$ cat src/rtl/ppcp_pkg.sv
// Shared types and constants for the pen plot command parser.
// No dependencies; every other file refers to it by scoped names.
package ppcp_pkg;

  localparam int unsigned OUT_BITS = 31;

  localparam logic [7:0] CH_SEMI  = 8'h3B;
  localparam logic [7:0] CH_COMMA = 8'h2C;
  localparam logic [7:0] CH_BANG  = 8'h21;
  localparam logic [7:0] CH_0     = 8'h30;
  localparam logic [7:0] CH_9     = 8'h39;
  localparam logic [7:0] CH_A     = 8'h41;
  localparam logic [7:0] CH_Z     = 8'h5A;
  localparam logic [7:0] CH_P     = 8'h50;
  localparam logic [7:0] CH_U     = 8'h55;
  localparam logic [7:0] CH_D     = 8'h44;

  localparam logic KIND_POINT = 1'b0;
  localparam logic KIND_CLOSE = 1'b1;

  typedef enum logic [6:0] {
    PH_START = 7'b0000001,
    PH_P     = 7'b0000010,
    PH_CMD   = 7'b0000100,
    PH_X     = 7'b0001000,
    PH_COMMA = 7'b0010000,
    PH_Y     = 7'b0100000,
    PH_BAD   = 7'b1000000
  } phase_t;

  typedef enum logic [1:0] {
    CMD_NONE = 2'd0,
    CMD_PU   = 2'd1,
    CMD_PD   = 2'd2
  } cmd_t;

  typedef struct packed {
    logic       eos;
    logic [7:0] char_code;
  } in_item_t;

  typedef struct packed {
    logic                kind;
    logic [OUT_BITS-1:0] x;
    logic [OUT_BITS-1:0] y;
    logic                last;
  } result_t;

  typedef struct packed {
    logic [1:0] n;
    result_t    r0;
    result_t    r1;
  } res_set_t;

endpackage

$ cat src/rtl/ppcp_in_reg.sv
// Input register stage of the pen plot command parser.
// Depends on ppcp_pkg for the request type.
module ppcp_in_reg (
  input  logic               clk,
  input  logic               rst,
  input  logic               s_valid,
  output logic               s_ready,
  input  ppcp_pkg::in_item_t s_item,
  input  logic               go,
  output logic               valid,
  output ppcp_pkg::in_item_t item
);

  assign s_ready = !valid || go;

  always_ff @(posedge clk) begin
    if (rst) begin
      valid <= 1'b0;
    end else if (s_valid && s_ready) begin
      valid <= 1'b1;
    end else if (go) begin
      valid <= 1'b0;
    end
  end

  always_ff @(posedge clk) begin
    if (s_valid && s_ready) begin
      item <= s_item;
    end
  end

endmodule

$ cat src/rtl/ppcp_parse.sv
// Token parser: phase, command, decimal accumulators, pen position and track flag.
// Depends on ppcp_pkg; produces up to two results per request.
module ppcp_parse #(
  parameter int unsigned COORD_BITS = 31
) (
  input  logic               clk,
  input  logic               rst,
  input  logic               go,
  input  ppcp_pkg::in_item_t item,
  output ppcp_pkg::res_set_t res
);

  localparam int unsigned W = (COORD_BITS > ppcp_pkg::OUT_BITS) ? COORD_BITS
                                                                : ppcp_pkg::OUT_BITS;
  localparam logic [W+3:0] LIMIT = {{(W + 4 - COORD_BITS){1'b0}}, {COORD_BITS{1'b1}}};

  ppcp_pkg::phase_t phase, phase_next;
  ppcp_pkg::cmd_t   cmd, cmd_next;
  logic [W-1:0]     first, first_next;
  logic [W-1:0]     second, second_next;
  logic [ppcp_pkg::OUT_BITS-1:0] pen_x, pen_x_next, pen_y, pen_y_next;
  logic             track_open, track_open_next;

  logic       upper, digit, kept;
  logic [3:0] d;
  logic [7:0] c;

  function automatic logic [W-1:0] acc_digit(input logic [W-1:0] a, input logic [3:0] dv);
    logic [W+3:0] wide;
    logic [W+3:0] sum;
    wide = {4'b0000, a};
    sum = (wide << 3) + (wide << 1) + (W + 4)'(dv);
    return (sum > LIMIT) ? LIMIT[W-1:0] : sum[W-1:0];
  endfunction

  assign c     = item.char_code;
  assign upper = (c >= ppcp_pkg::CH_A) && (c <= ppcp_pkg::CH_Z);
  assign digit = (c >= ppcp_pkg::CH_0) && (c <= ppcp_pkg::CH_9);
  assign kept  = upper || digit || (c == ppcp_pkg::CH_BANG) || (c == ppcp_pkg::CH_COMMA);
  assign d     = c[3:0];

  always_comb begin
    phase_next      = phase;
    cmd_next        = cmd;
    first_next      = first;
    second_next     = second;
    pen_x_next      = pen_x;
    pen_y_next      = pen_y;
    track_open_next = track_open;
    res             = '0;

    if (item.eos) begin
      if (track_open) begin
        res.n         = 2'd1;
        res.r0.kind   = ppcp_pkg::KIND_CLOSE;
        res.r0.last   = 1'b1;
      end
      phase_next      = ppcp_pkg::PH_START;
      cmd_next        = ppcp_pkg::CMD_NONE;
      first_next      = '0;
      second_next     = '0;
      pen_x_next      = '0;
      pen_y_next      = '0;
      track_open_next = 1'b0;
    end else if (c == ppcp_pkg::CH_SEMI) begin
      if ((phase == ppcp_pkg::PH_CMD || phase == ppcp_pkg::PH_Y) &&
          cmd == ppcp_pkg::CMD_PU) begin
        if (track_open) begin
          res.n       = 2'd1;
          res.r0.kind = ppcp_pkg::KIND_CLOSE;
          res.r0.last = 1'b1;
        end
        track_open_next = 1'b0;
        if (phase == ppcp_pkg::PH_Y) begin
          pen_x_next = first[ppcp_pkg::OUT_BITS-1:0];
          pen_y_next = second[ppcp_pkg::OUT_BITS-1:0];
        end
      end else if (phase == ppcp_pkg::PH_Y && cmd == ppcp_pkg::CMD_PD) begin
        if (track_open) begin
          res.n      = 2'd1;
          res.r0.x   = first[ppcp_pkg::OUT_BITS-1:0];
          res.r0.y   = second[ppcp_pkg::OUT_BITS-1:0];
          res.r0.last = 1'b1;
        end else begin
          res.n      = 2'd2;
          res.r0.x   = pen_x;
          res.r0.y   = pen_y;
          res.r1.x   = first[ppcp_pkg::OUT_BITS-1:0];
          res.r1.y   = second[ppcp_pkg::OUT_BITS-1:0];
          res.r1.last = 1'b1;
        end
        pen_x_next      = first[ppcp_pkg::OUT_BITS-1:0];
        pen_y_next      = second[ppcp_pkg::OUT_BITS-1:0];
        track_open_next = 1'b1;
      end
      phase_next  = ppcp_pkg::PH_START;
      cmd_next    = ppcp_pkg::CMD_NONE;
      first_next  = '0;
      second_next = '0;
    end else if (kept) begin
      case (phase)
        ppcp_pkg::PH_START: begin
          phase_next = (c == ppcp_pkg::CH_P) ? ppcp_pkg::PH_P : ppcp_pkg::PH_BAD;
        end
        ppcp_pkg::PH_P: begin
          if (c == ppcp_pkg::CH_U) begin
            cmd_next   = ppcp_pkg::CMD_PU;
            phase_next = ppcp_pkg::PH_CMD;
          end else if (c == ppcp_pkg::CH_D) begin
            cmd_next   = ppcp_pkg::CMD_PD;
            phase_next = ppcp_pkg::PH_CMD;
          end else begin
            phase_next = ppcp_pkg::PH_BAD;
          end
        end
        ppcp_pkg::PH_CMD: begin
          if (digit) begin
            first_next = W'(d);
            phase_next = ppcp_pkg::PH_X;
          end else begin
            phase_next = ppcp_pkg::PH_BAD;
          end
        end
        ppcp_pkg::PH_X: begin
          if (digit) begin
            first_next = acc_digit(first, d);
          end else if (c == ppcp_pkg::CH_COMMA) begin
            phase_next = ppcp_pkg::PH_COMMA;
          end else begin
            phase_next = ppcp_pkg::PH_BAD;
          end
        end
        ppcp_pkg::PH_COMMA: begin
          if (digit) begin
            second_next = W'(d);
            phase_next  = ppcp_pkg::PH_Y;
          end else begin
            phase_next = ppcp_pkg::PH_BAD;
          end
        end
        ppcp_pkg::PH_Y: begin
          if (digit) begin
            second_next = acc_digit(second, d);
          end else begin
            phase_next = ppcp_pkg::PH_BAD;
          end
        end
        default: begin
          phase_next = ppcp_pkg::PH_BAD;
        end
      endcase
    end
  end

  always_ff @(posedge clk) begin
    if (rst) begin
      phase      <= ppcp_pkg::PH_START;
      cmd        <= ppcp_pkg::CMD_NONE;
      first      <= '0;
      second     <= '0;
      pen_x      <= '0;
      pen_y      <= '0;
      track_open <= 1'b0;
    end else if (go) begin
      phase      <= phase_next;
      cmd        <= cmd_next;
      first      <= first_next;
      second     <= second_next;
      pen_x      <= pen_x_next;
      pen_y      <= pen_y_next;
      track_open <= track_open_next;
    end
  end

endmodule

$ cat src/rtl/ppcp_out_buf.sv
// Two-entry result register feeding the master side.
// Depends on ppcp_pkg for the result types.
module ppcp_out_buf (
  input  logic               clk,
  input  logic               rst,
  input  logic               load,
  input  ppcp_pkg::res_set_t res,
  output logic               can_load,
  output logic               m_valid,
  input  logic               m_ready,
  output ppcp_pkg::result_t  head
);

  logic [1:0]        cnt;
  ppcp_pkg::result_t e0, e1;
  logic              pop;

  assign m_valid  = (cnt != 2'd0);
  assign pop      = m_valid && m_ready;
  assign can_load = (cnt == 2'd0) || ((cnt == 2'd1) && m_ready);
  assign head     = e0;

  always_ff @(posedge clk) begin
    if (rst) begin
      cnt <= 2'd0;
    end else if (load) begin
      cnt <= res.n;
    end else if (pop) begin
      cnt <= cnt - 2'd1;
    end
  end

  always_ff @(posedge clk) begin
    if (load) begin
      e0 <= res.r0;
      e1 <= res.r1;
    end else if (pop) begin
      e0 <= e1;
    end
  end

endmodule

$ cat src/rtl/pen_plot_command_parser.sv
// Top level of the pen plot command parser: input register, parser, result buffer.
// Depends on ppcp_pkg, ppcp_in_reg, ppcp_parse and ppcp_out_buf.
//
//   channel  | dir | tdata                          | tuser    | tlast
//   s_axis   | in  | [7:0] char_code                | -        | end_of_stream
//   m_axis   | out | [30:0] x, [61:31] y, [63:62] 0 | [0] kind | last
//
// Each request is parsed out of the input register into the result buffer.
// A request yielding one result sustains one request per cycle while m_tready is high;
// one with two results (pen-down opening a track) holds the input as the buffer drains.
// An input handshake reaches output valid via the input register and the result buffer.
// Reset (rst, synchronous) clears the token, pen position and track flag.
// Output stalls back up through the two-entry buffer into the input register.
module pen_plot_command_parser #(
  parameter int unsigned COORD_BITS = 31
) (
  input  logic        clk,
  input  logic        rst,
  input  logic        s_tvalid,
  output logic        s_tready,
  input  logic [7:0]  s_tdata,   // [7:0] char_code
  input  logic        s_tlast,   // end_of_stream
  output logic        m_tvalid,
  input  logic        m_tready,
  output logic [63:0] m_tdata,   // [30:0] x, [61:31] y, [63:62] zero
  output logic [0:0]  m_tuser,   // [0] kind
  output logic        m_tlast    // last
);

  ppcp_pkg::in_item_t s_item, item;
  ppcp_pkg::res_set_t res;
  ppcp_pkg::result_t  head;
  logic               in_valid, can_load, go;

  assign s_item.char_code = s_tdata;
  assign s_item.eos       = s_tlast;
  assign go               = in_valid && can_load;

  ppcp_in_reg u_in (
    .clk     (clk),
    .rst     (rst),
    .s_valid (s_tvalid),
    .s_ready (s_tready),
    .s_item  (s_item),
    .go      (go),
    .valid   (in_valid),
    .item    (item)
  );

  ppcp_parse #(
    .COORD_BITS (COORD_BITS)
  ) u_parse (
    .clk  (clk),
    .rst  (rst),
    .go   (go),
    .item (item),
    .res  (res)
  );

  ppcp_out_buf u_out (
    .clk      (clk),
    .rst      (rst),
    .load     (go),
    .res      (res),
    .can_load (can_load),
    .m_valid  (m_tvalid),
    .m_ready  (m_tready),
    .head     (head)
  );

  assign m_tdata    = {2'b00, head.y, head.x};
  assign m_tuser[0] = head.kind;
  assign m_tlast    = head.last;

`ifndef SYNTHESIS
  a_close_is_last: assert property (@(posedge clk) disable iff (rst)
    m_tvalid && (m_tuser[0] == ppcp_pkg::KIND_CLOSE) |-> m_tlast)
    else $error("close marker without last");

  a_close_is_zero: assert property (@(posedge clk) disable iff (rst)
    m_tvalid && (m_tuser[0] == ppcp_pkg::KIND_CLOSE) |-> (m_tdata[61:0] == 62'd0))
    else $error("close marker with nonzero coordinates");

  a_pair_follows: assert property (@(posedge clk) disable iff (rst)
    m_tvalid && m_tready && !m_tlast |=>
      m_tvalid && (m_tuser[0] == ppcp_pkg::KIND_POINT))
    else $error("first of a result pair not followed by a point");
`endif

endmodule
$ cat config.mk
export PLATFORM = sky130hd
export DESIGN_NAME = pen_plot_command_parser
export DESIGN_NICKNAME = d
export VERILOG_FILES = /design/src/rtl/ppcp_pkg.sv /design/src/rtl/ppcp_in_reg.sv /design/src/rtl/ppcp_parse.sv /design/src/rtl/ppcp_out_buf.sv /design/src/rtl/pen_plot_command_parser.sv
export SDC_FILE = /design/constraint.sdc
export NUM_CORES = 1
export LEC_CHECK = 0
export BUFFER_PORTS_ARGS = -buffer_cell sky130_fd_sc_hd__clkbuf_2
export CAP_MARGIN = 20
export CORE_MARGIN = 2
export CORE_UTILIZATION = 45
export DETAILED_ROUTE_END_ITERATION = 8
export PLACE_DENSITY = 0.65
export SYNTH_ARGS = -nofsm -noshare
export SYNTH_HDL_FRONTEND = slang
export SYNTH_SLANG_ARGS = --single-unit
$ cat constraint.sdc
create_clock -name clk -period 3.56 [get_ports clk]
set_input_delay 0.534 -clock clk [delete_from_list [all_inputs] [get_ports clk]]
set_output_delay 0.534 -clock clk [all_outputs]
set_load 0.05 [all_outputs]
# Word level (Yosys, flattened, before mapping)
# Index checks and enable logic that the tools add are counted.
# totals
reg_bits	273
input_bits	13
out_inout_bits	68
wordCells	153
# op_classes
addsub	5
order_cmp	6
eq_ne	22
n_mux	66
n_bitwise	2
n_reduce_logical	34
# ops
op	count
31-bit 2-to-1 mux	21
62-bit 2-to-1 mux	3
64-bit 2-to-1 mux	2
31-bit one-hot mux with 2 select lines	2
7-bit 2-to-1 mux	11
34-bit by 32-bit adder with 35-bit output	2
35-bit by 4-bit adder with 35-bit output	2
35-bit by 31-bit > comparator with 1-bit output (second input constant)	2
66-bit 2-to-1 mux	1
63-bit 2-to-1 mux	1
7-bit one-hot mux with 6 select lines	1
8-bit by 6-bit equality test with 1-bit output (second input constant)	3
8-bit by 7-bit equality test with 1-bit output (second input constant)	3
2-bit 2-to-1 mux	12
4-bit by 2-bit != test with 1-bit output (second input constant)	4
4-bit AND reduction	3
4-bit nonzero test	3
1-bit 2-to-1 mux	11
5-bit AND reduction	2
3-bit nonzero test	3
8-bit by 6-bit >= comparator with 1-bit output (second input constant)	1
8-bit by 7-bit >= comparator with 1-bit output (second input constant)	1
8-bit by 6-bit <= comparator with 1-bit output (second input constant)	1
8-bit by 7-bit <= comparator with 1-bit output (second input constant)	1
21 further kinds	39

# Logic depth before layout (Yosys ltp)
# logic_depth
word_depth	9
mapped_depth	15
depth_no_buf	13

# Modules after synthesis
# Synthesis repeated with hierarchy kept, for this count alone.
# unflattened
hier_cells	1658
area_unflattened_um2	16360.7
# by_module_without_submodules
module	instances	cells_per_inst	area_each_um2	seq_area_each_um2
ppcp_parse	1	1422	11139.4	2682.6
ppcp_out_buf	1	218	4870.9	3883.7
ppcp_in_reg	1	14	325.3	290.3
pen_plot_command_parser	1	4	25.0	0.0

# Worst setup path before layout
# No wires, ideal clock.
# synth_timing
path_kind	register to register
from	reg u_in.item[3] (netlist name)
to	reg u_parse.second[5]
setup_time_ns	0.132
arrival_ns	3.450
required_time_ns	3.428
slack_ns	-0.022
path_stages_with_launch	15
path_buffers	2
period_less_slack_ns	3.582
path_cell_list	edfxtp_1 -> clkbuf_2 -> inv_2 -> fa_1 -> fa_1 -> nand2b_1 -> a21oi_1 -> nor2_1 -> o21ai_2 -> a41oi_2 -> o31ai_1 -> mux2_2 -> buf_6 -> o31ai_1 -> a21oi_1
# synth_between
elab_chain_len	8
elab_cells_between_ends	25
classes_between	1 x add/sub; 5 x order compare; 5 x eq/ne; 6 x mux; 8 x reduce/logical
# synth_lines
element	line_no	source
35-bit by 4-bit adder with 35-bit output	ppcp_parse.sv:32	sum = (wide << 3) + (wide << 1) + (W + 4)'(dv);
35-bit by 31-bit > comparator with 1-bit output	ppcp_parse.sv:33	return (sum > LIMIT) ? LIMIT[W-1:0] : sum[W-1:0];
31-bit 2-to-1 mux	ppcp_parse.sv:33	
31-bit 2-to-1 mux	ppcp_parse.sv:142	if (digit) begin
31-bit one-hot mux with 2 select lines	ppcp_parse.sv:101	case (phase)
31-bit 2-to-1 mux	ppcp_parse.sv:100	end else if (kept) begin
31-bit 2-to-1 mux	ppcp_parse.sv:65	end else if (c == ppcp_pkg::CH_SEMI) begin
31-bit 2-to-1 mux	ppcp_parse.sv:52	if (item.eos) begin
end signal: assignment	ppcp_parse.sv:168	second <= second_next;
end: declaration	ppcp_parse.sv:20	logic [W-1:0] second, second_next;
# Parallel ways exist; a longest one is shown, timed or not. The select of a mux whose other input is x is not followed.
# A chain may end at the register's enable or synchronous reset.

# Final worst setup path
# layout_timing
from	reg u_parse.first[1]
to	reg u_parse.first[28]
# layout_between
elab_chain_len	9
# layout_lines
element	line_no	source
start: declaration	ppcp_parse.sv:19	logic [W-1:0] first, first_next;
start signal: assignment	ppcp_parse.sv:167	first <= first_next;
34-bit by 32-bit adder with 35-bit output (*)	ppcp_parse.sv:32	
35-bit by 4-bit adder with 35-bit output (*)	ppcp_parse.sv:32	
35-bit by 31-bit > comparator with 1-bit output	ppcp_parse.sv:33	
31-bit 2-to-1 mux (*)	ppcp_parse.sv:33	
31-bit 2-to-1 mux (*)	ppcp_parse.sv:125	if (digit) begin
31-bit one-hot mux with 2 select lines (*)	ppcp_parse.sv:101	
31-bit 2-to-1 mux (*)	ppcp_parse.sv:100	
31-bit 2-to-1 mux (*)	ppcp_parse.sv:65	
31-bit 2-to-1 mux (*)	ppcp_parse.sv:52	
# Mark *: on every way between the ends. The rest lies on a longest branch, timed or not. The select of a mux whose other input is x is not followed.

==> results_dict.tcl <==
set metrics [dict create \
    syn_avg_cell_area_um2 9.40 \
    status "finished clean" \
    slew_viol_final 0 \
    cts.reportedPaths.clkPinSlew_ns 0.06 \
    final_hold_viol_count 0 \
    ys_types 90 \
    clock-sinks 273 \
    portBuffers 78 \
    synth.area.top_cells "edfxtp_1, dfxtp_1, ha_1, a21oi_1, nand2_1" \
    dieArea_mm2 0.0370 \
    period_share_pct 97.7 \
    cts_root_buf "clkbuf_16" \
    endpoint_kind "register" \
    clk_latency_ns 0.58 \
    overflow 0 \
    period_needed_ns 3.48 \
    drc 0 \
    cp-start-kind "register" \
    clk_path_buf_depth 3 \
    viasPerCell 5.62 \
    maxSlewHeadroom_pct 30.2 \
    finalSetupTns_ns 0 \
    pre_cts_ws_ns -0.0591 \
    power.switching_mw 2.38 \
    fin_worst_skew_ns 0.0188 \
    final_cell_mix "a21oi_1, nand2_1, edfxtp_1" \
    tritoncts "built" \
    first_iter_violations 652 \
    antenna_found_initial 0 \
    final_cell_area_mm2 0.0185 \
    power.density_mw_per_mm2 443 \
    synthSimpleGateAreaFrac_pct 17.9 \
    cts_hold_buf 0 \
    globalplace.congestion 0.904 \
    wl_um 39900 \
    wl_per_cell_um 17.6 \
    synth_top_family_by_area "compound AO/OA/AOI/OAI gates" \
    synth-edff-count 136 \
    syn-cell-area_mm2 0.0160 \
    cts_buffers 31 \
    power_frac_seq_pct 45.1 \
    crit_path_start "u_parse.first[1]" \
    worstSetupPathType "register to register" \
    antennaDiodeCount 0 \
    synth_ff_type "dfxtp_1" \
    syn-instance-count 1698 \
    worst_r2r_startpoint "u_parse.first[1]" \
    pwr-share-comb_pct 15.2 \
    hpwl_um 26200 \
    postLayoutSetupSlackWorst_ns 0.0810 \
    drive_above_1_share_pct 16.0 \
    synth-compound-area-share_pct 18.6 \
    power_leakage_nw 7.25 \
    critPathMaxFanout 6 \
    post-place-cells 2190 \
    ir_drop_uv 507 \
    multiInputGateArea_mm2 0.00887 \
    nFillCells 3160 \
    start_util_pct 46.0 \
    cell_internal_pwr_mw 5.81 \
    synth_warnings 0 \
    htreeDepth 1 \
    yosysTopAreaCell "edfxtp_1" \
    swShare_pct 29.1 \
    dieWidth_um 192 \
    final-seq-area_mm2 0.00683 \
    yosysSeqAreaShare_pct 42.8 \
    cap_violations 0 \
    rows 68 \
    grt_usage_pct 21.3 \
    yosys.area_share.xor_xnor_pct 2.85 \
    chipHeight_um 192 \
    finalSetupViolCount 0 \
    hold_path.class "primary input to register" \
    synth_top_area_share_pct 25.6 \
    synth_fa_ha_area_share_pct 10.2 \
    tightest_slew_ns 1.05 \
    async_reset_ff_share_pct 0 \
    synthMuxAreaShare_pct 4.03 \
    ant_nets 0 \
    top_level_ports 81 \
    final_common_cell "a21oi_1" \
    placed_cell_area_mm2 0.0170 \
    finalNonFillerCells 2262 \
    required_ns 3.98 \
    ys_ff_latch 273 \
    grt_max_degree 133 \
    crit_arrival_ns 3.90 \
    dr.pass1.iters 5 \
    hp-start "s_tdata[7]" \
    pwr-share-clk_pct 39.7 \
    design.core.area_mm2 0.0347 \
    finalNetCount 1924 \
    vias 12700 \
    grt_pass1_wl_um 64100 \
    area_growth_pct 15.7 \
    hold_ws_ns 0.138 \
    grt_pass1_vias 12500 \
    fin_total_pwr_mw 8.18 \
    post-route-util_pct 53.2 \
    fmax_mhz 287 \
]
[sequential cells by signal, summed over array words and instances (netlist names)]
signal	flops
u_in.item	9
u_in.valid	1
u_out.cnt	2
u_out.e1	63
u_out.head	64
u_parse.cmd	2
u_parse.first	31
u_parse.pen_x	31
u_parse.pen_y	31
u_parse.phase	7
u_parse.second	31
u_parse.track_open	1
[worst max-delay path, cell delays in order, from the launching register on]
cell	delay, ns
dfxtp_1	0.51
ha_1	0.32
ha_1	0.37
nor2b_1	0.17
o2111a_2	0.28
o31ai_4	0.33
a21oi_4	0.11
o21a_4	0.22
o311ai_4	0.29
o211ai_4	0.18
buf_6	0.18
o31ai_1	0.25
a21oi_1	0.10
[what timing repair did]
| item | in CTS | in global routing |
|---|---|---|
| pin swaps | 3 | 34 |
| setup buffers | 1 | 9 |
| setup endpoints to repair | 22 | 62 |
| cloned | 0 | 4 |
| gates resized for setup | 1 | 60 |
[path summary, 6_finish.rpt]
| check | end | slack [ns] | depth (start not counted) |
|---|---|---|---|
| worst max-delay path | u_parse.first[28] | 0.08 | 12 |
| worst min-delay path | u_in.item[7] | 0.14 | 1 |
| worst max register to register | u_parse.first[28] | 0.08 | 12 |
| worst min register to register | u_parse.cmd[1] | 0.48 | 2 |
[synthesized netlist by cell type (31+ instances only)]
master	instances
a21oi_1	196
and2_1	72
clkbuf_1	71
dfxtp_1	137
edfxtp_1	136
ha_1	124
mux2i_1	62
nand2_1	189
nor2_1	130
nor3b_1	60
o21ai_0	113
o31ai_1	31
xnor2_1	36
[layer usage]
metal,GRT usage [%],up-vias,wire (um)
met5,0,-,0
met4,6.19,0,1110
met3,2.91,73,1250
met2,38.9,195,19900
met1,26.1,6109,17700
li1,-,6328,-
[cell families (layout without fill, tap and decap cells)]
family	Yosys count	after routing
AOI/OAI and AO/OA	481	481
other	1	2
xor gates and xnor gates	52	52
and+or+nand+nor	565	565
muxes	64	64
DFF	273	273
adders and majority gates	128	128
buffers and inverters	134	242
[area by class of cell]
| type | instances | share of cell area [%] |
|---|---|---|
| well taps | 455 | 3.08 |
| flip-flops and latches | 273 | 37.0 |
| inverters | 31 | 0.630 |
| clock buffers | 39 | 4.58 |
| repair buffers | 154 | 5.62 |
| clock inverters | 18 | 1.06 |
| multi-input cells | 1292 | 48.0 |
[power by group through the flow]
stage / registers (mW) / clock network (mW) / logic [mW]
after floorplan: 4.25 / 0 / 0.401
after global routing: 3.71 / 3.43 / 1.33
final: 3.69 / 3.25 / 1.24
after global placement: 3.75 / 0 / 1.23
after CTS: 3.69 / 3.32 / 1.25
after detailed placement: 3.76 / 0 / 1.24
No activity file was read; power rests on OpenSTA's default activity.
